$ cat src/rtl/dhkt_pkg.sv
// Shared types, codes and constants for the decaying hot key table.
package dhkt_pkg;

  localparam int unsigned DefaultEntries = 64;
  localparam int unsigned FracBits       = 16;
  localparam logic [31:0] OneFix         = 32'h0001_0000;
  localparam logic [31:0] DefaultWindow  = 32'h0001_0000;

  typedef enum logic [1:0] {
    OP_DECAY = 2'd0,
    OP_HEAT  = 2'd1,
    OP_GET   = 2'd2
  } op_e;

  typedef enum logic [2:0] {
    RES_DECAYED   = 3'd0,
    RES_HEAT_HIT  = 3'd1,
    RES_HEAT_INS  = 3'd2,
    RES_HEAT_DROP = 3'd3,
    RES_GET_HIT   = 3'd4,
    RES_GET_MISS  = 3'd5
  } status_e;

  typedef enum logic [2:0] {
    S_CLEAR,
    S_IDLE,
    S_PREP,
    S_DIV,
    S_SCAN,
    S_FINISH
  } state_e;

endpackage

$ cat src/rtl/dhkt_div.sv
// Restoring divider giving the 16-bit fraction of num / den, one bit per cycle.
module dhkt_div import dhkt_pkg::*; (
  input  logic                clk_i,
  input  logic                rst_ni,
  input  logic                start_i,
  input  logic [31:0]         num_i,
  input  logic [31:0]         den_i,
  output logic                done_o,
  output logic [FracBits-1:0] quo_o
);

  localparam int unsigned CntW = $clog2(FracBits);

  logic                busy_q;
  logic                done_q;
  logic [CntW-1:0]     cnt_q;
  logic [31:0]         rem_q;
  logic [31:0]         den_q;
  logic [FracBits-1:0] quo_q;

  logic [32:0] shifted;
  logic        ge;
  logic [31:0] rem_nxt;

  // Trial subtract of the shifted remainder; remainder stays below den
  assign shifted = {rem_q, 1'b0};
  assign ge      = shifted >= {1'b0, den_q};
  assign rem_nxt = ge ? 32'(shifted - {1'b0, den_q}) : shifted[31:0];

  // Sequence the steps
  always_ff @(posedge clk_i or negedge rst_ni) begin
    if (!rst_ni) begin
      busy_q <= 1'b0;
      done_q <= 1'b0;
      cnt_q  <= '0;
    end else begin
      done_q <= 1'b0;
      if (start_i) begin
        busy_q <= 1'b1;
        cnt_q  <= '0;
      end else if (busy_q) begin
        cnt_q <= cnt_q + 1'b1;
        if (cnt_q == CntW'(FracBits - 1)) begin
          busy_q <= 1'b0;
          done_q <= 1'b1;
        end
      end
    end
  end

  // Shift in one quotient bit per step
  always_ff @(posedge clk_i) begin
    if (start_i) begin
      rem_q <= num_i;
      den_q <= den_i;
      quo_q <= '0;
    end else if (busy_q) begin
      rem_q <= rem_nxt;
      quo_q <= {quo_q[FracBits-2:0], ge};
    end
  end

  assign done_o = done_q;
  assign quo_o  = quo_q;

endmodule

$ cat config.mk
export PLATFORM = sky130hd
export DESIGN_NAME = dhkt_div
export DESIGN_NICKNAME = d
export VERILOG_FILES = /design/src/rtl/dhkt_pkg.sv /design/src/rtl/dhkt_div.sv
export SDC_FILE = /design/constraint.sdc
export NUM_CORES = 1
export LEC_CHECK = 0
export BUFFER_PORTS_ARGS = -buffer_cell sky130_fd_sc_hd__clkbuf_2
export CAP_MARGIN = 20
export CORE_ASPECT_RATIO = 1.4
export CORE_MARGIN = 2
export CORE_UTILIZATION = 57
export DETAILED_ROUTE_END_ITERATION = 10
export PLACE_DENSITY = 0.8
export SLEW_MARGIN = 20
export SYNTH_ARGS = -nofsm -noshare
export SYNTH_HDL_FRONTEND = slang
export SYNTH_SLANG_ARGS = --single-unit
$ cat constraint.sdc
create_clock -name clk_i -period 3.35 [get_ports clk_i]
set_input_delay 0.8375 -clock clk_i [delete_from_list [all_inputs] [get_ports clk_i]]
set_output_delay 0.8375 -clock clk_i [all_outputs]
set_load 0.1 [all_outputs]
=== Yosys cells after proc, flatten, opt, wreduce, memory -nomap -nowiden ===
Cells that the tools add are included.
W data, S select, Z words.

* Register bits: 86
* Bits of input ports: 67
* Output and inout port bits: 17
* Logic and storage cells: 22

* Add/subtract/negate cells: 2
* Order comparisons: 1
* Equality and inequality tests: 1
* Muxes and demuxes: 11
* Reductions and logical operators: 1

{| class="wikitable"
|+ Operators by type and width
! cell !! count
|-
| $mux W32 || 3
|-
| $ge A33 B32 Y1 || 1
|-
| $sub A32 B32 Y32 || 1
|-
| $mux W4 || 2
|-
| $mux W1 || 6
|-
| $add A4 B1 Y4 const B || 1
|-
| $eq A4 B4 Y1 const B || 1
|-
| $reduce_bool A2 Y1 || 1
|}

=== Logic depth before layout (Yosys ltp) ===
Gate-level depths: netlist of the first run.

* Word-level depth: 4
* Depth in mapped cells: 14

=== Least setup slack after synthesis of the first run ===
No wires, ideal clock.

* Kind: reg2reg
* Start point: register rem_q[15]
* End point: register rem_q[27] (data pin)
* Setup time: 0.270 ns
* Data arrival time: 2.416 ns
* Data required time: 3.080 ns
* Slack: 0.663 ns
* Cell stages (with the launch flop): 14
* Buffers on the path: 3
* Cells stage by stage: edfxtp_1 > ha_1 > buf_2 > nand4_1 > nor2_1 > nor4_1 > o31ai_1 > a21oi_2 > o21a_2 > o31ai_4 > buf_6 > buf_8 > mux2i_1 > a21oi_1

* Word-level cells in the longest chain between the ends: 4
* Elaborated cells on any way between the ends: 5

{| class="wikitable"
|+ Ends and longest elaborated chain
! item !! RTL line !! text
|-
| start, declared || dhkt_div.sv:17 || <nowiki>logic [31:0] rem_q;</nowiki>
|-
| start signal, assigned || dhkt_div.sv:54 || <nowiki>rem_q <= num_i;</nowiki>
|-
| start signal, assigned || dhkt_div.sv:58 || <nowiki>rem_q <= rem_nxt;</nowiki>
|-
| $sub A32 B32 Y32 / $ge A33 B32 Y1 (equally long branches) || dhkt_div.sv:28, dhkt_div.sv:27 ||
|-
| $mux W32 * || dhkt_div.sv:28 || <nowiki>assign rem_nxt = ge ? 32'(shifted - {1'b0, den_q}) : shifted[31:0];</nowiki>
|-
| $mux W32 * || dhkt_div.sv:57 || <nowiki>end else if (busy_q) begin</nowiki>
|-
| $mux W32 * || dhkt_div.sv:53 || <nowiki>if (start_i) begin</nowiki>
|}

Mark *: on every way between the ends. The rest lies on a longest branch, timed or not. The select of a mux whose other input is x is not followed.
A chain may end at the register's enable or synchronous reset.

=== Final worst setup path of the first run ===
* Start point: register rem_q[16]
* End point: register rem_q[28] (data pin)

Same word-level chain as after synthesis.

==> metrics, run 1 <==
crit path time final=about 3100 ps; clock sinks=86; Skew-Pair Late Insertion Delay=approximately 360 ps; top cell type's share of synthesized area=about 37%; status=finished, final reports clean; cell taking the most area after synthesis=edfxtp_1; Peak supply drop=541.5 uV; Cells after Synth=slightly above 500; Async S/R FF share, synth=6.977%; global-route wire length before repair=between 15 and 20 mm; DRT Wirelength=~12 mm; Via density=around 5.7; layout cells sized above 1=between 20 and 25%; TritonCTS buffer count=9; root buffer cell=clkbuf_16; initial antenna violation count=0; clock-pin slew on the worst setup and hold paths=70 ps; slowest stage cell on the critical path=a21oi_1; Pre-antenna DRT Iters=5; post-synthesis register bit count=86; Starting DRT DRC Count=roughly 140; global routing usage on met2=45.67%; RSZ-0062 raised after global routing=false; Post-Synthesis Cell Area=around 5200 sq um; worst slew pin tran=~870 ps; commonest cells after routing, fill and taps aside=clkbuf_2, edfxtp_1, nor2_1; top area cells in the synthesized netlist=edfxtp_1, mux2i_1, ha_1; Final Skew=just under 9 ps; Starting Density=just under 60%; hold crit path type=input port to asynchronous set/reset pin; number of synthesized flops with an enable pin=64; CP Max Fanout=7; H-tree levels=3; gpl congestion=~0.91; sequence of cells on the critical path=ha_1 -> and4_1 -> nand4_1 -> and3_1 -> a22o_1 -> a21oi_1 -> a21oi_1 -> a21oi_1 -> nor4b_1 -> nor4_1; FF-to-FF Start=rem_q[16]; register area share after synthesis=46.28%; largest net degree at the start of global routing=45; # nets final=roughly 710; # IOs=between 80 and 90; max_cap viols=0; GRT Overall Usage=around 25%; Placement Rows=41; antenna cells=0; syn_area_per_cell=~10 sq um; number of fill cells=710; Antenna Violating Nets Remaining=0; die span in x=~84 microns; P&R area growth vs syn=18.91%; Worst Path Arrival=3210 ps; r2r setup slk=300 ps; Main synth FF type=edfxtp_1; vias post-DR=4123; core footprint=8926 sq um; Yosys warnings=0; max-slew violation count=0; Reg area=between 2000 and 2500 sq um; dpl cell area=between 5000 and 6000 sq um; fin crit share=between 90% and 100%; fmax=~330 MHz; Wirelength per Cell=about 16 microns; Mapped Nets=between 600 and 700; P_leak=around 0.0029 uW; hold_buf cts=0; Die ar.=between 9000 and 10000 sq um; GR Layer Usage met1=between 20% and 30%; most used cell, CP=a21oi_1; Req. time, crit path=3510 ps; kind of critical path=flop to flop; Crit. End Element=flop; Netlist cell types=59; design area=roughly 6100 sq um; final hold violation count=0; GR peak layer=met2; Reg2Reg Depth=10; Detailed Place HPWL=8.599 mm; Multi-input gate area=approximately 2500 sq um; Rel. slew slack=a little over two fifths; total power=5485 uW; WHS=between 300 and 400 ps; CP peak stage delay=460 ps; reg2reg end=rem_q[28]; Residual DRC=0; CTS tree=built; Setup-failing EPs final=0; clock buffer depth=2; CP startpoint kind=flop; Port Buffer Count=83; leading cell type in the layout, fill and taps excluded=clkbuf_2; Die Ht=around 120 microns; number of global-route vias before repair=around 4200; total grt overflow=0; met3 Track Usage GR=4.099%; Power per Cell Area=about 890 nW/um^2
[timing repair]
item                       4_1_cts  5_1_grt
setup buffers                    3        0
resized for setup                0        0
setup endpoints to repair       17        0
hold endpoints to repair         0        0
[per-layer routing]
layer,vias to the layer above,wire length [microns]
li1,2038,-
met1,1977,4621
met2,86,6271
met3,22,445
met4,0,329
met5,-,0
[logic make-up after synthesis]
family | after synthesis | share of synthesized area [%]
multiplexers | 45 | 8.739
AND/OR/NAND/NOR | 140 | 12.49
flip-flops | 86 | 46.28
XOR/XNOR | 30 | 5.083
buffers and inverters | 61 | 5.253
adder cells (fa/ha/maj) | 34 | 8.376
AO/OA/AOI/OAI | 111 | 13.77
[report_power, final]
group / switching (uW) / leakage, uW / internal [uW]
Combinational: 1580 / 0.00196 / 1320
Clock: 475 / 0.000141 / 520
Sequential: 138 / 0.000851 / 1450
[registers in the layout, indices dropped and copies added (netlist names)]
name    cells
done_o      1
rem_q      32
den_q      32
quo_o      16
cnt_q       4
busy_q      1
[worst max-delay path: cells and delay by family, from the launching register on]
family,cells,cell delay [ps]
flops,1,420
fa+ha+maj,1,450
compound gates,4,990
simple gates,5,980
[layout make-up]
type                    instances  share of cell area, %
clock buffers                   9                  3.664
clock inverters                 7                  1.018
inverters                      41                  2.504
multi-input cells             360                  40.76
flip-flops and latches         86                  38.93
well taps                     107                  2.178
repair buffers                114                  10.95
[synthesized netlist by cell type, types with 3 or more instances]
library cell and instances:
dfrtp_1 6, buf_2 3, xor2_1 14, inv_1 40, nor2_1 62, and3_1 4, a21o_1 5, nand3_1 5
mux2i_1 44, and4_1 5, o2111ai_1 3, nor4_1 4, nand2_1 33, o211ai_1 3, a21oi_1 53, nand2b_1 3
o21ai_1 7, xnor2_1 16, and2_1 3, or2_2 3, o21ai_0 8, nand4_1 6, dfxtp_1 16, o21a_1 5
edfxtp_1 64, ha_1 33, clkbuf_1 12, nor3_1 5
[worst max-delay path by stage]
| stage | depth (start not counted) | slack (ps) | start | end |
|---|---|---|---|---|
| after global placement | 11 | 80 | rem_q[0] | rem_q[1] |
| after global routing | 12 | 70 | den_q[0] | rem_q[28] |
| after floorplan | 13 | 660 | rem_q[15] | rem_q[27] |
| final | 10 | 300 | rem_q[16] | rem_q[28] |
| after detailed placement | 11 | -110 | rem_q[0] | rem_q[28] |
| after CTS | 12 | 270 | den_q[0] | rem_q[28] |
[through the flow]
stage,util (%),instances,TNS [ps],worst slack [ps]
2_1_floorplan,-,507,0,663.5
6_report,68.85,724,0,299.5
3_5_place_dp,65.38,705,-488.0,-106.5
4_1_cts,68.85,724,0,265.1
3_3_place_gp,65.38,705,0,78.06
5_1_grt,68.85,724,0,74.62
No activity file was read; power rests on OpenSTA's default activity.
==> run 2, diff against run 1 <==
--- a/config.mk
+++ b/config.mk
@@ -11,7 +11,9 @@
 export CORE_MARGIN = 2
 export CORE_UTILIZATION = 57
 export DETAILED_ROUTE_END_ITERATION = 10
+export MAX_ROUTING_LAYER = met4
 export PLACE_DENSITY = 0.8
+export RECOVER_POWER = 50
 export SLEW_MARGIN = 20
 export SYNTH_ARGS = -nofsm -noshare
 export SYNTH_HDL_FRONTEND = slang
==> run 2 against run 1 <==
Maximum frequency shrank 0.96%. Sequential power hardly changed. Global-route usage decreased by 0.13 points. Power is 1.4% higher. First-iteration DRC count rose by 3.0%. Critical path type unchanged. Clock power up 4%. Highest routed layer unchanged. Cell count rose by 0.14%. Register-to-register slack worse by 30 ps. Critical endpoint is now rem_q[24].
==> metrics, run 2 (same netlist as run 1, synthesis figures left out) <==
largest net degree at the start of global routing=45; Placement Rows=between 40 and 50; Req. time, crit path=3440 ps; Post-Route Utilization=69.19%; root buffer cell=clkbuf_16; Finished Layout Cells=between 700 and 800; CP peak stage delay=about 460 ps; clock-pin slew on the worst setup and hold paths=about 70 ps; total grt overflow=0; leading cell type in the layout, fill and taps excluded=clkbuf_2; CP startpoint kind=flop; clock sinks=86; crit path time final=between 3000 and 4000 ps; Via density=approximately 5.7; r2r setup slk=between 200 and 300 ps; slowest stage cell on the critical path=a21oi_1; fmax=between 300 and 400 MHz; layout cells sized above 1=22.65%; Power per Cell Area=roughly 900 nW/um^2; GRT Overall Usage=24.65%; # nets final=just over 700; vias post-DR=4109; RSZ-0062 raised after global routing=false; Detailed Place HPWL=8.352 mm; final setup TNS=0 ps; Starting Density=between 50 and 60%; Starting DRT DRC Count=139; Die ar.=9856 sq um; P&R area growth vs syn=19.49%; Die Ht=approximately 120 microns; Worst Path Arrival=around 3200 ps; CTS tree=built; H-tree levels=3; number of global-route vias before repair=roughly 4200; die span in x=around 84 microns; TritonCTS buffer count=9; P_leak=0.002957 uW; antenna cells=0; Antenna Violating Nets Remaining=0; Setup-failing EPs final=0; Pre-antenna DRT Iters=4; kind of critical path=flop to flop; fin crit share=slightly above 90%; Skew-Pair Late Insertion Delay=around 340 ps; sequence of cells on the critical path=ha_1 -> buf_4 -> and4_1 -> nand4_1 -> and3_1 -> a22o_1 -> a21oi_1 -> a21oi_1 -> nor2_1 -> o2111ai_1 -> and4_1; commonest cells after routing, fill and taps aside=clkbuf_2, edfxtp_1, nor2_1; placed cells=around 710; Rel. slew slack=under 10%; max_cap viols=0; global-route wire length before repair=18.94 mm; Residual DRC=0; final hold violation count=0; Final Skew=roughly 8.4 ps; Peak supply drop=600.3 uV; gpl congestion=roughly 0.93; WP buf/inv=1; Port Buffer Count=83; hold crit path type=input port to asynchronous set/reset pin; total power=about 5600 uW; status=finished, final reports clean; clock buffer depth=2; family with the most delay on the worst path=compound AO/OA/AOI/OAI gates; # IOs=84; worst slew pin tran=~1400 ps; initial antenna violation count=0; Crit. End Element=flop; Wirelength per Cell=16.17 microns; max-slew violation count=0; core footprint=approximately 8900 sq um; CP Max Fanout=5; DRT Wirelength=roughly 12 mm
## run 2: cell count changes in the layout (fill, tap and decap cells not counted), sizes merged
| cell | delta |
|---|---|
| clkinvlp | -1 |
| inv | -1 |
| buf | -1 |
| clkbuf | +4 |
## run 2: area by class of cell
cell class,count,area (sq um)
Inverter,41,153.9
Multi-Input combinational cell,360,2505
Timing Repair Buffer,115,683.2
Tap cell,107,133.9
Sequential cell,86,2392
Clock buffer,11,264.0
Clock inverter,5,43.79
Fill cell,692,2750
## run 2: through the flow
stage          setup slack, ps  area, sq um  hold slack (ps)
2_1_floorplan            663.5         5169            505.2
3_3_place_gp             89.41         5836            474.6
3_5_place_dp            -46.09         5836            493.2
4_1_cts                  340.6         6186            310.4
5_1_grt                  118.9         6176            384.1
6_report                 270.0         6176            356.1
## run 2: timing repair
action | in CTS | in global routing
setup buffers | 4 | 0
setup endpoints to repair | 4 | 0
gates resized for setup | 0 | 0
hold buffers | 0 | 0
## run 2: path summary, 6_finish.rpt
kind | cells past startpoint | startpoint | end
hold / removal | 1 | rst_ni | done_o
max in group asynchronous | 1 | rst_ni | cnt_q[0]
setup reg to reg | 11 | rem_q[15] | rem_q[24]
min in group clk_i | 2 | quo_o[15] | quo_o[15]
hold reg to reg | 2 | quo_o[15] | quo_o[15]
setup / recovery | 11 | rem_q[15] | rem_q[24]
## run 2: layer usage
layer	part of all wire [%]	global-route usage (%)
met3	4.1	4.028
met2	52	44.67
met5	0	-
met1	41	27.75
met4	2.4	8.042
## run 2: power breakdown
part           internal, uW  switching (uW)  leakage (uW)
registers              1460             145      0.000851
logic                  1350            1580       0.00195
clock network           581             451      0.000154
total                  3390            2180       0.00296
==> run 3, diff against run 2 <==
--- a/config.mk
+++ b/config.mk
@@ -9,12 +9,14 @@
 export CAP_MARGIN = 20
 export CORE_ASPECT_RATIO = 1.4
 export CORE_MARGIN = 2
-export CORE_UTILIZATION = 57
+export CORE_UTILIZATION = 59
+export CTS_BUF_LIST = sky130_fd_sc_hd__clkbuf_4
 export DETAILED_ROUTE_END_ITERATION = 10
+export GPL_TIMING_DRIVEN = 0
 export MAX_ROUTING_LAYER = met4
-export PLACE_DENSITY = 0.8
+export PLACE_DENSITY = 0.83
 export RECOVER_POWER = 50
-export SLEW_MARGIN = 20
+export SLEW_MARGIN = 5
 export SYNTH_ARGS = -nofsm -noshare
 export SYNTH_HDL_FRONTEND = slang
 export SYNTH_SLANG_ARGS = --single-unit
==> run 3 against run 2 <==
Clock skew rose by 12 ps. Sequential share of layout area rose by 2.0 points. Setup slack got worse by 75 ps. Clock-buffer cell count fell by 1. Die area fell by 3.3%. Design area fell by 4.9%. Sequential power barely moved. First-iteration DRC count rose by 62%.
==> metrics, run 3 (same netlist as run 1, synthesis figures left out) <==
Die Ht=between 100 and 150 microns; Peak supply drop=between 500 and 600 uV; Placement Rows=40; clock buffer depth=2; Detailed Place HPWL=a little under 9 mm; Psw=roughly 2100 uW; root buffer cell=clkbuf_4; hold crit path type=input port to asynchronous set/reset pin; Residual DRC=0; crit path time final=~3200 ps; Wirelength per Cell=roughly 16 microns; Via density=roughly 5.8; FF-to-FF Start=rem_q[15]; P&R area growth vs syn=13.65%; Final Skew=20.31 ps; # IOs=84; clock sinks=86; r2r setup slk=about 200 ps; vias post-DR=between 4000 and 5000; Reg2Reg Depth=13; CP Max Fanout=10; Reg power frac=between 30% and 40%; layout cells sized above 1=about 17%; CTS tree=built; DRT Wirelength=~12 mm; global-route wire length before repair=19.35 mm; kind of critical path=flop to flop; final hold violation count=0; logic gate share of total power=~54%; P_leak=0.002741 uW; Pre-antenna DRT Iters=5; clock-pin slew on the worst setup and hold paths=between 150 and 200 ps; reg2reg end=rem_q[23]; gpl congestion=0.8833; pre-CTS WS=-232.3 ps; Power per Cell Area=859.9 nW/um^2; status=finished, final reports clean; max_cap viols=0; Clock Power Share=between 10% and 20%; CP startpoint kind=flop; Starting DRT DRC Count=between 200 and 250; Post-CTS Setup Inserts=0; Starting Density=a little over 60%; Rel. slew slack=21.02%; die span in x=between 80 and 90 microns; RSZ-0062 raised after global routing=false; Antenna Violating Nets Remaining=0; Port Buffer Count=between 80 and 90; TritonCTS buffer count=9; core footprint=about 8600 sq um; Skew-Pair Late Insertion Delay=between 400 and 500 ps; number of global-route vias before repair=approximately 4200; total power=around 5000 uW; number of fill cells=slightly below 700; Worst Path Arrival=between 3000 and 4000 ps; final setup margin=195.5 ps; max-slew violation count=0; P_int=~3000 uW; Multi-input gate area=between 2000 and 3000 sq um; GRT Overall Usage=26.21%; commonest cells after routing, fill and taps aside=clkbuf_2, edfxtp_1, nor2_1; worst slew pin tran=1190 ps; fin crit share=around 94%; fmax=317.0 MHz; Req. time, crit path=3540 ps; Reg area=2392 sq um; final setup TNS=0 ps; initial antenna violation count=0; Sw Ratio=slightly above 40%; Crit. End Element=flop; total grt overflow=0; H-tree levels=3; Post-Route Utilization=between 60% and 70%; antenna cells=0; # nets final=between 700 and 800; WHS=a little over 200 ps; leading cell type in the layout, fill and taps excluded=clkbuf_2; Setup-failing EPs final=0; Die ar.=~9500 sq um; Critical Path Source=rem_q[15]; largest net degree at the start of global routing=36
==> run 3: changes by cell type in the layout (fill, tap and decap cells not counted), moves of 3 or more <==
cell,before,now
buf_2,0,3
clkbuf_4,0,10
clkbuf_16,10,0
clkbuf_1,4,29
buf_4,27,1
clkbuf_2,81,66
==> run 3: area by class of cell <==
| class | instances | share of cell area [%] |
|---|---|---|
| buffer | 20 | 2.002 |
| clock buffer | 10 | 1.278 |
| clock inverter | 6 | 1.661 |
| inverter | 41 | 2.620 |
| multi-input combinational | 360 | 42.77 |
| sequential | 86 | 40.72 |
| tap | 105 | 2.236 |
| timing repair buffer | 83 | 6.709 |
==> run 3: timing repair <==
item	CTS	global route
hold buffers	0	0
resized for setup	0	1
endpoints found under the setup margin	0	6
==> run 3: stage by stage <==
step,std cells,cell area (sq um)
final,711,5874
after global routing,711,5874
after CTS,711,5888
after detailed placement,695,5715
after global placement,695,5715
after floorplan,507,5169
==> run 3: worst max-delay path by stage <==
stage	endpoint	slack, ps
4_1_cts	rem_q[22]	180
3_3_place_gp	rem_q[14]	-140
6_report	rem_q[23]	200
2_1_floorplan	rem_q[27]	660
5_1_grt	rem_q[27]	4
3_5_place_dp	rem_q[24]	-230
==> run 3: power by group through the flow <==
stage | logic [uW] | registers, uW | clock network, uW
after floorplan | 2100 | 1630 | 0
after global placement | 2630 | 1600 | 0
after detailed placement | 2690 | 1610 | 0
after CTS | 2720 | 1590 | 728
after global routing | 3030 | 1620 | 763
final | 2740 | 1600 | 720
==> run 3: per-layer routing <==
layer,GRT usage [%],wire (microns)
met4,9.836,216
met2,47.31,6264
met3,4.451,520
met5,-,0
met1,29.07,4714
==> run 3: worst max-delay path, cell delays in order, from the launching register on <==
cell and delay (ps):
edfxtp_1 440, ha_1 290, buf_2 190, nand4_1 170, nor2_1 140, nor4_1 70, o31ai_1 260, a21oi_2 110
o21a_2 280, o31ai_4 250, buf_6 210, buf_8 170, mux2i_1 220, a21oi_1 90
